==> config.mk <==
export PLATFORM = sky130hd
export DESIGN_NAME = rsi_streaming_indicator
export DESIGN_NICKNAME = d
export VERILOG_FILES = /design/src/rtl/rsi_pkg.sv /design/src/rtl/rsi_smac.sv /design/src/rtl/rsi_sdiv.sv /design/src/rtl/rsi_streaming_indicator.sv
export SDC_FILE = /design/constraint.sdc
export NUM_CORES = 2
export LEC_CHECK = 0
export BUFFER_PORTS_ARGS = -buffer_cell sky130_fd_sc_hd__clkbuf_2
export CAP_MARGIN = 15
export CORE_MARGIN = 2
export CORE_UTILIZATION = 55
export CTS_BUF_LIST = sky130_fd_sc_hd__clkbuf_16
export DETAILED_ROUTE_END_ITERATION = 10
export PLACE_DENSITY = 0.71
export SYNTH_ARGS = -nofsm -noshare
export SYNTH_HDL_FRONTEND = slang
export SYNTH_HIERARCHICAL = 1
export SYNTH_SLANG_ARGS = --single-unit
==> constraint.sdc <==
create_clock -name i_clk -period 6.9 [get_ports i_clk]
set_clock_uncertainty 0.05 [all_clocks]
set_input_delay 1.38 -clock i_clk [delete_from_list [all_inputs] [get_ports i_clk]]
set_output_delay 1.38 -clock i_clk [all_outputs]
set_load 0.005 [all_outputs]
==> src/rtl/rsi_pkg.sv <==
// ----------------------------------------------------------------------------
// rsi_pkg
// Shared widths, constants and helpers for the streaming RSI block.
// ----------------------------------------------------------------------------
package rsi_pkg;

    localparam int PRICE_BITS_DEF  = 32;
    localparam int FRAC_BITS_DEF   = 16;
    localparam int PERIOD_MAX_DEF  = 255;

    // accumulator widths at the default settings
    localparam int ACC_BITS_DEF    = 56;
    localparam int MUL_BITS_DEF    = 14;
    localparam int PROD_BITS_DEF   = 64;
    localparam int DEN_BITS_DEF    = 8;

    // fixed point arithmetic wraps at this width
    localparam int ACC_CAP         = 64;

    localparam int CFG_BITS        = 8;
    localparam int RSI_BITS        = 14;

    localparam logic [CFG_BITS-1:0] PERIOD_RESET = 8'd14;
    localparam logic [CFG_BITS-1:0] PERIOD_MIN   = 8'd2;
    localparam logic [RSI_BITS-1:0] RSI_FULL     = 14'd10000;

    function automatic int f_min(input int a, input int b);
        return (a < b) ? a : b;
    endfunction

    function automatic int f_max(input int a, input int b);
        return (a > b) ? a : b;
    endfunction

endpackage

==> src/rtl/rsi_smac.sv <==
// ----------------------------------------------------------------------------
// rsi_smac
// Bit-serial multiply-accumulate: prod = a * m + x, one multiplier bit a cycle.
// ----------------------------------------------------------------------------
module rsi_smac #(
    parameter int AW = rsi_pkg::ACC_BITS_DEF,
    parameter int MW = rsi_pkg::MUL_BITS_DEF,
    parameter int PW = rsi_pkg::PROD_BITS_DEF
) (
    input  logic          i_clk,
    input  logic          i_rst_n,
    input  logic          i_start,
    input  logic [AW-1:0] i_a,
    input  logic [MW-1:0] i_m,
    input  logic [PW-1:0] i_x,
    output logic          o_done,
    output logic [PW-1:0] o_prod
);

    logic          r_busy, n_busy;
    logic          r_done, n_done;
    logic [PW-1:0] r_acc, n_acc;
    logic [PW-1:0] r_a, n_a;
    logic [MW-1:0] r_m, n_m;

    always_comb begin
        n_busy = r_busy;
        n_done = 1'b0;
        n_acc  = r_acc;
        n_a    = r_a;
        n_m    = r_m;
        if (i_start) begin
            n_acc  = i_x;
            n_a    = PW'(i_a);
            n_m    = i_m;
            n_busy = 1'b1;
        end else if (r_busy) begin
            if (r_m[0]) begin
                n_acc = r_acc + r_a;
            end
            n_a = r_a << 1;
            n_m = r_m >> 1;
            // stop as soon as no multiplier bits remain
            if (n_m == '0) begin
                n_busy = 1'b0;
                n_done = 1'b1;
            end
        end
    end

    always_ff @(posedge i_clk) begin
        if (!i_rst_n) begin
            r_busy <= 1'b0;
            r_done <= 1'b0;
        end else begin
            r_busy <= n_busy;
            r_done <= n_done;
        end
        r_acc <= n_acc;
        r_a   <= n_a;
        r_m   <= n_m;
    end

    assign o_done = r_done;
    assign o_prod = r_acc;

endmodule

==> src/rtl/rsi_sdiv.sv <==
// ----------------------------------------------------------------------------
// rsi_sdiv
// Restoring divider, one quotient bit a cycle. Needs num >> QW below den.
// ----------------------------------------------------------------------------
module rsi_sdiv #(
    parameter int NW = rsi_pkg::PROD_BITS_DEF,
    parameter int DW = rsi_pkg::DEN_BITS_DEF,
    parameter int QW = rsi_pkg::ACC_BITS_DEF
) (
    input  logic          i_clk,
    input  logic          i_rst_n,
    input  logic          i_start,
    input  logic [NW-1:0] i_num,
    input  logic [DW-1:0] i_den,
    output logic          o_done,
    output logic [QW-1:0] o_quo
);

    localparam int CNW = $clog2(QW + 1);

    logic           r_busy, n_busy;
    logic           r_done, n_done;
    logic [CNW-1:0] r_cnt, n_cnt;
    logic [DW-1:0]  r_rem, n_rem;
    logic [DW-1:0]  r_den, n_den;
    logic [QW-1:0]  r_q, n_q;

    logic [DW:0]    trial;
    logic [DW:0]    trial_sub;
    logic           ge;

    assign trial     = {r_rem, r_q[QW-1]};
    assign ge        = (trial >= {1'b0, r_den});
    assign trial_sub = trial - {1'b0, r_den};

    always_comb begin
        n_busy = r_busy;
        n_done = 1'b0;
        n_cnt  = r_cnt;
        n_rem  = r_rem;
        n_den  = r_den;
        n_q    = r_q;
        if (i_start) begin
            // upper bits go straight to the remainder
            n_rem  = DW'(i_num >> QW);
            n_q    = QW'(i_num);
            n_den  = i_den;
            n_cnt  = CNW'(QW);
            n_busy = 1'b1;
        end else if (r_busy) begin
            n_rem = ge ? DW'(trial_sub) : DW'(trial);
            n_q   = {r_q[QW-2:0], ge};
            n_cnt = r_cnt - CNW'(1);
            if (r_cnt == CNW'(1)) begin
                n_busy = 1'b0;
                n_done = 1'b1;
            end
        end
    end

    always_ff @(posedge i_clk) begin
        if (!i_rst_n) begin
            r_busy <= 1'b0;
            r_done <= 1'b0;
        end else begin
            r_busy <= n_busy;
            r_done <= n_done;
        end
        r_cnt <= n_cnt;
        r_rem <= n_rem;
        r_den <= n_den;
        r_q   <= n_q;
    end

    assign o_done = r_done;
    assign o_quo  = r_q;

endmodule

==> src/rtl/rsi_streaming_indicator.sv <==
// ----------------------------------------------------------------------------
// rsi_streaming_indicator
// Streaming Wilder relative strength index over unsigned integer prices.
// ----------------------------------------------------------------------------
// Input channel: i_valid / o_stall / i_price, one price sample per beat.
// Output channel: o_valid / i_stall / o_rsi_hundredths / o_rsi_ready, exactly
// one result beat for every input beat, in order.
// Config: i_cfg_we / i_cfg_data write the averaging period (reset 14); values
// below 2 act as 2, values above PERIOD_MAX act as PERIOD_MAX.
// One sample is worked on at a time; o_stall is high from the cycle after an
// accepted beat until its result is loaded into the output register.
// Flow: while the window is filling, a beat runs the two multiply-accumulate
// lanes and then loads its result. The beat that completes the window, and
// every later beat, also runs the bit-serial dividers that produce the new
// averages (one quotient bit a cycle), then the 14-step serial multiply by
// 10000 and the 14-step divide that give the index; beats whose average loss
// is zero skip those two.
// Reset (synchronous, active low) clears all history and the held index and
// restores the period. A stalled result sits in the output register; the
// block may already accept the next sample and only waits before loading
// its own result.
// ----------------------------------------------------------------------------
module rsi_streaming_indicator #(
    parameter int PRICE_BITS = rsi_pkg::PRICE_BITS_DEF,
    parameter int FRAC_BITS  = rsi_pkg::FRAC_BITS_DEF,
    parameter int PERIOD_MAX = rsi_pkg::PERIOD_MAX_DEF
) (
    input  logic                         i_clk,
    input  logic                         i_rst_n,
    // configuration
    input  logic                         i_cfg_we,
    input  logic [rsi_pkg::CFG_BITS-1:0] i_cfg_data,
    // input beats
    input  logic                         i_valid,
    output logic                         o_stall,
    input  logic [PRICE_BITS-1:0]        i_price,
    // output beats
    output logic                         o_valid,
    input  logic                         i_stall,
    output logic [rsi_pkg::RSI_BITS-1:0] o_rsi_hundredths,
    output logic                         o_rsi_ready
);

    // period width, average width, multiplier width, product width, count width
    localparam int PB = $clog2(PERIOD_MAX + 1);
    localparam int AW = rsi_pkg::f_min(rsi_pkg::ACC_CAP, PRICE_BITS + FRAC_BITS + PB);
    localparam int MW = rsi_pkg::f_max(PB, rsi_pkg::RSI_BITS);
    localparam int PW = rsi_pkg::f_min(rsi_pkg::ACC_CAP, AW + MW);
    localparam int CW = $clog2(PERIOD_MAX + 2);
    localparam int QB = PRICE_BITS + FRAC_BITS;
    localparam int RB = rsi_pkg::RSI_BITS;

    typedef enum logic [2:0] {
        S_IDLE,
        S_MAC,
        S_DIV,
        S_RMUL,
        S_RDIV,
        S_OUT
    } t_state;

    t_state                     r_state, n_state;
    logic [rsi_pkg::CFG_BITS-1:0] r_period, n_period;
    logic [PRICE_BITS-1:0]      r_prev, n_prev;
    logic [CW-1:0]              r_count, n_count;
    logic [AW-1:0]              r_avg_g, n_avg_g;
    logic [AW-1:0]              r_avg_l, n_avg_l;
    logic                       r_seeded, n_seeded;
    logic [RB-1:0]              r_held, n_held;
    logic                       r_divide, n_divide;
    logic [AW-1:0]              r_total, n_total;
    logic                       r_out_vld, n_out_vld;
    logic [RB-1:0]              r_out_rsi, n_out_rsi;
    logic                       r_out_rdy, n_out_rdy;

    // change of price, split into gain and loss
    logic [PB-1:0]              eff_p;
    logic                       rise;
    logic [PRICE_BITS-1:0]      diff;
    logic [QB-1:0]              diff_q;
    logic [AW-1:0]              x_g, x_l;
    logic                       has_prev;
    logic [CW:0]                count_inc;
    logic [CW:0]                p_plus1;
    logic                       seed_now;
    logic [MW-1:0]              mul_p;

    // serial unit hookup
    logic                       gmac_start, lmac_start;
    logic [AW-1:0]              gmac_a;
    logic [MW-1:0]              gmac_m;
    logic [PW-1:0]              gmac_x;
    logic                       gmac_done, lmac_done;
    logic [PW-1:0]              prod_g, prod_l;
    logic                       adiv_start;
    logic                       div_done_g, div_done_l;
    logic [AW-1:0]              q_g, q_l;
    logic                       rdiv_start;
    logic                       div_done_r;
    logic [RB-1:0]              q_r;

    // clamp the period register
    always_comb begin
        if (r_period < rsi_pkg::PERIOD_MIN) begin
            eff_p = PB'(rsi_pkg::PERIOD_MIN);
        end else if (int'(r_period) > PERIOD_MAX) begin
            eff_p = PB'(PERIOD_MAX);
        end else begin
            eff_p = PB'(r_period);
        end
    end

    assign rise      = (i_price >= r_prev);
    assign diff      = rise ? (i_price - r_prev) : (r_prev - i_price);
    assign diff_q    = {diff, {FRAC_BITS{1'b0}}};
    // first sample has no predecessor, so it adds nothing
    assign has_prev  = r_seeded || (r_count != '0);
    assign x_g       = (has_prev && rise)  ? AW'(diff_q) : '0;
    assign x_l       = (has_prev && !rise) ? AW'(diff_q) : '0;
    assign count_inc = (CW + 1)'(r_count) + (CW + 1)'(1);
    assign p_plus1   = (CW + 1)'(eff_p) + (CW + 1)'(1);
    assign seed_now  = !r_seeded && (count_inc >= p_plus1);
    // smoothing: avg*(p-1) + x; seeding: sum*1 + x
    assign mul_p     = r_seeded ? (MW'(eff_p) - MW'(1)) : MW'(1);

    assign o_stall   = (r_state != S_IDLE);

    // gain lane multiplier is reused for 10000 * avg_gain
    assign gmac_start = ((r_state == S_IDLE) && i_valid) ||
                        ((r_state == S_DIV) && div_done_g && (q_l != '0));
    assign gmac_a     = (r_state == S_IDLE) ? r_avg_g : q_g;
    assign gmac_m     = (r_state == S_IDLE) ? mul_p : MW'(rsi_pkg::RSI_FULL);
    assign gmac_x     = (r_state == S_IDLE) ? PW'(x_g) : '0;
    assign lmac_start = (r_state == S_IDLE) && i_valid;

    assign adiv_start = (r_state == S_MAC) && gmac_done && r_divide;
    assign rdiv_start = (r_state == S_RMUL) && gmac_done;

    rsi_smac #(.AW(AW), .MW(MW), .PW(PW)) u_gmac (
        .i_clk   (i_clk),
        .i_rst_n (i_rst_n),
        .i_start (gmac_start),
        .i_a     (gmac_a),
        .i_m     (gmac_m),
        .i_x     (gmac_x),
        .o_done  (gmac_done),
        .o_prod  (prod_g)
    );

    rsi_smac #(.AW(AW), .MW(MW), .PW(PW)) u_lmac (
        .i_clk   (i_clk),
        .i_rst_n (i_rst_n),
        .i_start (lmac_start),
        .i_a     (r_avg_l),
        .i_m     (mul_p),
        .i_x     (PW'(x_l)),
        .o_done  (lmac_done),
        .o_prod  (prod_l)
    );

    rsi_sdiv #(.NW(PW), .DW(PB), .QW(AW)) u_gdiv (
        .i_clk   (i_clk),
        .i_rst_n (i_rst_n),
        .i_start (adiv_start),
        .i_num   (prod_g),
        .i_den   (eff_p),
        .o_done  (div_done_g),
        .o_quo   (q_g)
    );

    rsi_sdiv #(.NW(PW), .DW(PB), .QW(AW)) u_ldiv (
        .i_clk   (i_clk),
        .i_rst_n (i_rst_n),
        .i_start (adiv_start),
        .i_num   (prod_l),
        .i_den   (eff_p),
        .o_done  (div_done_l),
        .o_quo   (q_l)
    );

    // 10000*g / (g+l) always fits in 14 quotient bits
    rsi_sdiv #(.NW(PW), .DW(AW), .QW(RB)) u_rdiv (
        .i_clk   (i_clk),
        .i_rst_n (i_rst_n),
        .i_start (rdiv_start),
        .i_num   (prod_g),
        .i_den   (r_total),
        .o_done  (div_done_r),
        .o_quo   (q_r)
    );

    always_comb begin
        n_state   = r_state;
        n_period  = i_cfg_we ? i_cfg_data : r_period;
        n_prev    = r_prev;
        n_count   = r_count;
        n_avg_g   = r_avg_g;
        n_avg_l   = r_avg_l;
        n_seeded  = r_seeded;
        n_held    = r_held;
        n_divide  = r_divide;
        n_total   = r_total;
        n_out_vld = r_out_vld && i_stall;
        n_out_rsi = r_out_rsi;
        n_out_rdy = r_out_rdy;
        case (r_state)
            S_IDLE: begin
                if (i_valid) begin
                    n_prev   = i_price;
                    n_divide = r_seeded || seed_now;
                    // count saturates at p+1
                    if (r_seeded || seed_now) begin
                        n_count = CW'(p_plus1);
                    end else begin
                        n_count = CW'(count_inc);
                    end
                    n_state = S_MAC;
                end
            end
            S_MAC: begin
                // both lanes run the same multiplier, so they finish together
                if (gmac_done && lmac_done) begin
                    if (r_divide) begin
                        n_state = S_DIV;
                    end else begin
                        n_avg_g = AW'(prod_g);
                        n_avg_l = AW'(prod_l);
                        n_state = S_OUT;
                    end
                end
            end
            S_DIV: begin
                if (div_done_g && div_done_l) begin
                    n_avg_g  = q_g;
                    n_avg_l  = q_l;
                    n_seeded = 1'b1;
                    n_total  = q_g + q_l;
                    if (q_l == '0) begin
                        n_held  = rsi_pkg::RSI_FULL;
                        n_state = S_OUT;
                    end else begin
                        n_state = S_RMUL;
                    end
                end
            end
            S_RMUL: begin
                if (gmac_done) begin
                    n_state = S_RDIV;
                end
            end
            S_RDIV: begin
                if (div_done_r) begin
                    n_held  = q_r;
                    n_state = S_OUT;
                end
            end
            S_OUT: begin
                if (!r_out_vld || !i_stall) begin
                    n_out_vld = 1'b1;
                    n_out_rsi = r_held;
                    n_out_rdy = r_seeded;
                    n_state   = S_IDLE;
                end
            end
            default: begin
                n_state = S_IDLE;
            end
        endcase
    end

    always_ff @(posedge i_clk) begin
        if (!i_rst_n) begin
            r_state   <= S_IDLE;
            r_period  <= rsi_pkg::PERIOD_RESET;
            r_prev    <= '0;
            r_count   <= '0;
            r_avg_g   <= '0;
            r_avg_l   <= '0;
            r_seeded  <= 1'b0;
            r_held    <= '0;
            r_out_vld <= 1'b0;
            r_out_rsi <= '0;
            r_out_rdy <= 1'b0;
        end else begin
            r_state   <= n_state;
            r_period  <= n_period;
            r_prev    <= n_prev;
            r_count   <= n_count;
            r_avg_g   <= n_avg_g;
            r_avg_l   <= n_avg_l;
            r_seeded  <= n_seeded;
            r_held    <= n_held;
            r_out_vld <= n_out_vld;
            r_out_rsi <= n_out_rsi;
            r_out_rdy <= n_out_rdy;
        end
        r_divide <= n_divide;
        r_total  <= n_total;
    end

    assign o_valid          = r_out_vld;
    assign o_rsi_hundredths = r_out_rsi;
    assign o_rsi_ready      = r_out_rdy;

endmodule

; After elaboration in Yosys (flattened, before gate mapping)
; Index checks and enable logic that the tools add are counted.
[classes]
add_sub_neg = 14
n_lt_le_gt_ge = 6
n_eq_ne = 16
muxes = 81
n_bitwise = 6
n_reduce_logical = 50
[op_table]
columns = cell, count
row1 = $mux 56, 19
row2 = $pmux 56 s2, 2
row3 = $mux 64, 3
row4 = $mux 14, 11
row5 = $mux 48, 3
row6 = $add 64x64->64, 2
row7 = $mux 50, 2
row8 = $sub 32x32->32, 2
row9 = $ge 57x56->1, 1
row10 = $add 56x56->56, 1
row11 = $logic_not 56->1, 1
row12 = $mux 8, 7
row13 = $reduce_bool 56->1, 1
row14 = $sub 56x56->56, 1
row15 = $ge 32x32->1, 1
row16 = $mux 32, 1
row17 = $logic_not 14->1, 2
row18 = $pmux 14 s2, 1
row19 = $mux 3, 8
row20 = $mux 1, 22
row21 = $ge 9x8->1, 2
row22 = $pmux 3 s6, 1
row23 = $reduce_bool 2->1, 9
row24 = $sub 8x8->8, 2
row25 = other kinds (26), 68
[totals]
register_bits = 824

; Depth between registers and ports, before layout
[depth]
depth_word = 7
mapped_depth = 20
ltp_nobuf = 19

; By module
; The synthesis kept the hierarchy.
[by_module_without_submodules]
columns = module, instances, cells_each, area_each_um2
row1 = rsi_smac, 2, 983, 9835.7
row2 = rsi_streaming_indicator, 1, 2423, 18685.4
row3 = rsi_sdiv at u_rdiv, 1, 918, 8982.4
row4 = rsi_sdiv at u_gdiv ..., 2, 270, 3812.4

; Worst setup path after synthesis
; OpenSTA, ideal clock, no wires.
[synth_path]
path_type = register to register
from = register r_state[0]
to = register r_total[0] (enable)
setup_ns = 0.542
arrival_time_ns = 4.597
path_slack_ns = 1.712
stages_incl_launch_ff = 4
n_path_buf = 2
path_cell_list = dfxtp_1 clkbuf_1 clkbuf_1 nor3_1
[synth_via]
elab_chain_cells = 2
[synth_rtl]
columns = element, line_no
row1 = "start, declared", rsi_streaming_indicator.sv:62  ; t_state r_state, n_state;
row2 = "start signal, assigned", rsi_streaming_indicator.sv:285  ; r_state <= n_state;
row3 = $eq 3x2->1, rsi_streaming_indicator.sv:206  ; case (r_state)
row4 = $reduce_and 2->1 (no line), -
row5 = "end signal, assigned", rsi_streaming_indicator.sv:298  ; r_total <= n_total;
row6 = "end, declared", rsi_streaming_indicator.sv:71  ; logic [AW-1:0] r_total, n_total;
; Every way passes these cells.
; A chain may end at the register's enable or synchronous reset.

; Final worst setup path
[layout_path]
from = register u_ldiv.r_q[24] (netlist: u_ldiv/o_quo[24])
to = register u_gmac.r_acc[39] (netlist: u_gmac/o_prod[39]) (data pin)
[layout_via]
elab_chain_cells = 4
[layout_rtl]
columns = element, line_no
row1 = "start, declared", rsi_sdiv.sv:26  ; logic [QW-1:0] r_q, n_q;
row2 = "start signal, assigned", rsi_sdiv.sv:72  ; r_q <= n_q;
row3 = $reduce_bool 56->1, rsi_streaming_indicator.sv:130  ; ((r_state == S_DIV) && div_done_g && (q_l != '0));
row4 = $logic_and 1x1->1, rsi_streaming_indicator.sv:130
row5 = $logic_or 1x1->1, rsi_streaming_indicator.sv:129  ; assign gmac_start = ((r_state == S_IDLE) && i_valid) ||
row6 = named net gmac_start, rsi_streaming_indicator.sv:89  ; logic gmac_start, lmac_start;
row7 = $mux 64, rsi_smac.sv:32  ; if (i_start) begin
row8 = named net u_gmac.n_acc[39], rsi_smac.sv:22  ; logic [PW-1:0] r_acc, n_acc;
row9 = "end signal, assigned", rsi_smac.sv:59  ; r_acc <= n_acc;
row10 = "end, declared", rsi_smac.sv:22
; The timed path passes the listed nets, and every way through them passes these cells.

==> metrics.txt <==
TritonCTS buffer count 93; Clk pin slew, worst setup/hold paths 0.06 ns; Worst Tran Pin Value 1.204 ns; DRC 0; initial core utilization 55.68%; setup bufs post-CTS 0; worst stage delay on the critical path 0.93 ns; Placeable Area 0.09871 mm^2; routed len/inst 23.22 um; multi-input logic area 0.03038 mm^2; Final ANT Viol Nets 0; number of DRC markers in iteration 0 5,287; Unique masters post-synth 101; fmax 208.7 MHz; Post-synth EDFFs 589; CP Class flip-flop to flip-flop; Final Cycle Share 69.44%; DIE HEIGHT 320.1 um; Post-CTS Resized 0; CTS tree built; Rel. slew slack 19.36%; DR vias 45,390; # nets final 6,171; peak supply drop 0.4249 mV; Filler Cells Inserted 8,469; number of global-route vias before repair 42,590; Worst EP required 7.22 ns; pre-CTS setup slack 1.808 ns; mux share of post-synthesis cell area 8.532%; CP startpoint kind flip-flop; yosys warns 6; H-tree depth 3; Compound-Gate Fraction of Synth Area 18.55%; final setup margin 2.109 ns; Gate Count Post-Synth 5,847; Clock Latency Late Sink 0.68 ns; Port Buf Inserts 61; crit-path cells nor4_1, nand4_1, nor4_1, nor3_1, nand2_1, nand2_4, buf_4, buf_4, nor3b_1, a21oi_1; adder-cell share of the synthesized area 7.917%; die footprint 0.1025 mm^2; Critical Path End Type flip-flop; drt first pass iters 6; minimum clock period 4.791 ns; ANT cells 0; sequential share of the synthesized area 41.03%; Post-synth top flop edfxtp_1; CTS root buffer clkbuf_16; R2R cell count 10; first-pass GRT wire length 253,500 um; area grow syn2layout 7.683%; Hold-fix buffers, CTS 0; Synth Area in XOR/XNOR 4.143%; Max FO, Critical Path 98; placer's final routability congestion estimate 1.031; Hold Path Class flip-flop to flip-flop; Critical-path top delay cell nor4_1; Detail Placement HPWL 121,700 um; Max-Cap Viols 0; Top Ports 62; PwrDens 429.2 mW/mm^2; register area 0.02255 mm^2; Non-Filler Instances 7,146; initial antenna violation count 2; status complete, no violations; asr flop ratio synth 0%; share of cells above drive strength 1 10.41%; pin count of the biggest net entering global routing 179; final WL 165,900 um; CTS Sinks 832; max-slew violation count 0; Final TNS setup 0 ns; GRT Util Overall 31.55%; CTS max path bufs 3; Syn Std Cell Area 0.05496 mm^2; RSZ-0062 raised after global routing no; cell depth of the worst min-delay path 0; leakage power 22.45 nW; row count 115; Chip Width 320.1 um; CP Data Arrival Time 5.11 ns; Inst Count DP 6,975; largest family of logic cells by synthesized area compound AO/OA/AOI/OAI gates; final setup violating endpoints 0; vias per cell 6.352; mean post-synth cell area 9.400 um^2; total gr overflow 0; Fin. Hold Viols 0; Simple-Gate Fraction of Synth Area 15.57%; #FFs+latches synth 832
## cell families (layout without fill, tap and decap cells)
kind of cell,Yosys count,after routing
XOR/XNOR,260,260
AO/OA/AOI/OAI,1551,1551
multiplexers,434,434
flip-flops,832,832
adder cells (fa/ha/maj),343,343
other,1,64
buffers and inverters,587,536
AND/OR/NAND/NOR,1839,1839
## cell type report
type | instances | area share [%]
clock inverters | 77 | 1.101
well taps | 1287 | 2.721
clock buffers | 94 | 3.974
repair buffers | 93 | 1.027
flip-flops and latches | 832 | 38.10
multi-input cells | 4491 | 51.33
inverters | 272 | 1.746
## per-layer routing
metal	vias up	GRT usage (%)	part of all wire, %
li1	21300	-	-
met1	22030	44.99	44
met2	1787	49.38	45
met3	276	3.858	7.1
met4	4	11.43	3.6
met5	-	0	0.014
## critical path, delay by kind of cell, from the launching register on
kind | cells | cell delay [ns]
simple gates | 7 | 2.76
compound gates | 1 | 0.08
buf+inv | 2 | 0.98
flops | 1 | 0.52
## synthesized netlist by cell type, types with 10 or more instances
cell type / count / area [um^2]
nand2_1: 725 / 2721
edfxtp_1: 589 / 17690
nor2_1: 448 / 1682
a21oi_1: 444 / 2222
ha_1: 335 / 4192
o21ai_0: 325 / 1627
mux2_2: 276 / 3108
inv_1: 266 / 998.5
dfxtp_1: 243 / 4865
clkbuf_1: 226 / 848.3
mux2i_1: 158 / 1582
xnor2_1: 154 / 1349
a211oi_1: 153 / 1149
a21o_1: 129 / 968.4
nor3_1: 110 / 550.5
xor2_1: 106 / 928.4
nand3_1: 91 / 455.4
nand4_1: 78 / 488.0
o21a_1: 60 / 450.4
o21bai_1: 58 / 435.4
nor2b_1: 54 / 337.8
nor4_1: 49 / 306.5
a31oi_1: 47 / 294.0
buf_2: 46 / 230.2
nand2b_1: 41 / 256.5
and3_1: 40 / 250.2
o211ai_1: 33 / 247.7
and2_1: 32 / 200.2
nand3b_1: 32 / 240.2
or3_1: 32 / 200.2
o311ai_0: 31 / 271.5
buf_1: 30 / 112.6
a221o_1: 24 / 240.2
o31ai_1: 22 / 165.2
or2_2: 20 / 125.1
nor3b_1: 19 / 142.6
and4_1: 18 / 157.7
a311oi_1: 16 / 140.1
a22oi_1: 15 / 112.6
a211o_1: 14 / 122.6
o31a_1: 14 / 122.6
o22ai_1: 10 / 62.56
## flip-flops by register name, indices dropped and copies added (netlist names), 9 cells and up
signal / flops
r_avg_l: 56
u_gmac/r_a: 64
u_gmac/o_prod: 64
r_held: 14
u_lmac/r_a: 64
u_rdiv/r_den: 56
u_gdiv/o_quo: 56
u_gmac/r_m: 14
u_rdiv/r_rem: 56
u_lmac/r_m: 14
o_rsi_hundredths: 14
r_count: 9
r_prev: 32
r_total: 56
u_rdiv/o_quo: 14
u_lmac/o_prod: 64
r_avg_g: 56
u_ldiv/o_quo: 56
## report_power, final
group / switching, W / total [W] / internal (W)
sequential: 0.00111 / 0.00815 / 0.00704
clock: 0.00213 / 0.00499 / 0.00285
combinational: 0.00779 / 0.0123 / 0.00447
total: 0.0110 / 0.0254 / 0.0144
## layout by cell type, fill, tap and decap left out, drive strengths merged, types with 106 or more instances in the layout
cell    instances
nand2         729
a21oi         452
a21o          129
ha            335
a211oi        158
o21ai         336
dfxtp         243
xnor2         154
clkbuf        155
mux2          276
edfxtp        589
nor2          448
mux2i         158
inv           291
xor2          106
nor3          116
## worst paths after layout
check                                  start                     endpoint  slack (ns)
hold / removal         r_total[40]$_DFFE_PP_   u_rdiv/r_den[40]$_DFFE_PP_        0.37
setup / recovery  u_ldiv/o_quo[24]$_DFFE_PP_  u_gmac/o_prod[39]$_DFFE_PP_        2.11
setup reg to reg  u_ldiv/o_quo[24]$_DFFE_PP_  u_gmac/o_prod[39]$_DFFE_PP_        2.11
hold reg to reg        r_total[40]$_DFFE_PP_   u_rdiv/r_den[40]$_DFFE_PP_        0.37
## per-stage QoR
stage	total power (W)	utilization, %	hold slack (ns)	area (um^2)
final	0.02540	59.96	0.3673	59190
after global placement	0.01995	56.92	0.3524	56180
after floorplan	0.01648	-	0.3503	55200
after CTS	0.02514	59.96	0.3676	59190
after detailed placement	0.02008	56.92	0.3545	56180
after global routing	0.02677	59.96	0.3732	59190
Note: power is estimated with default switching activity, not from simulation.
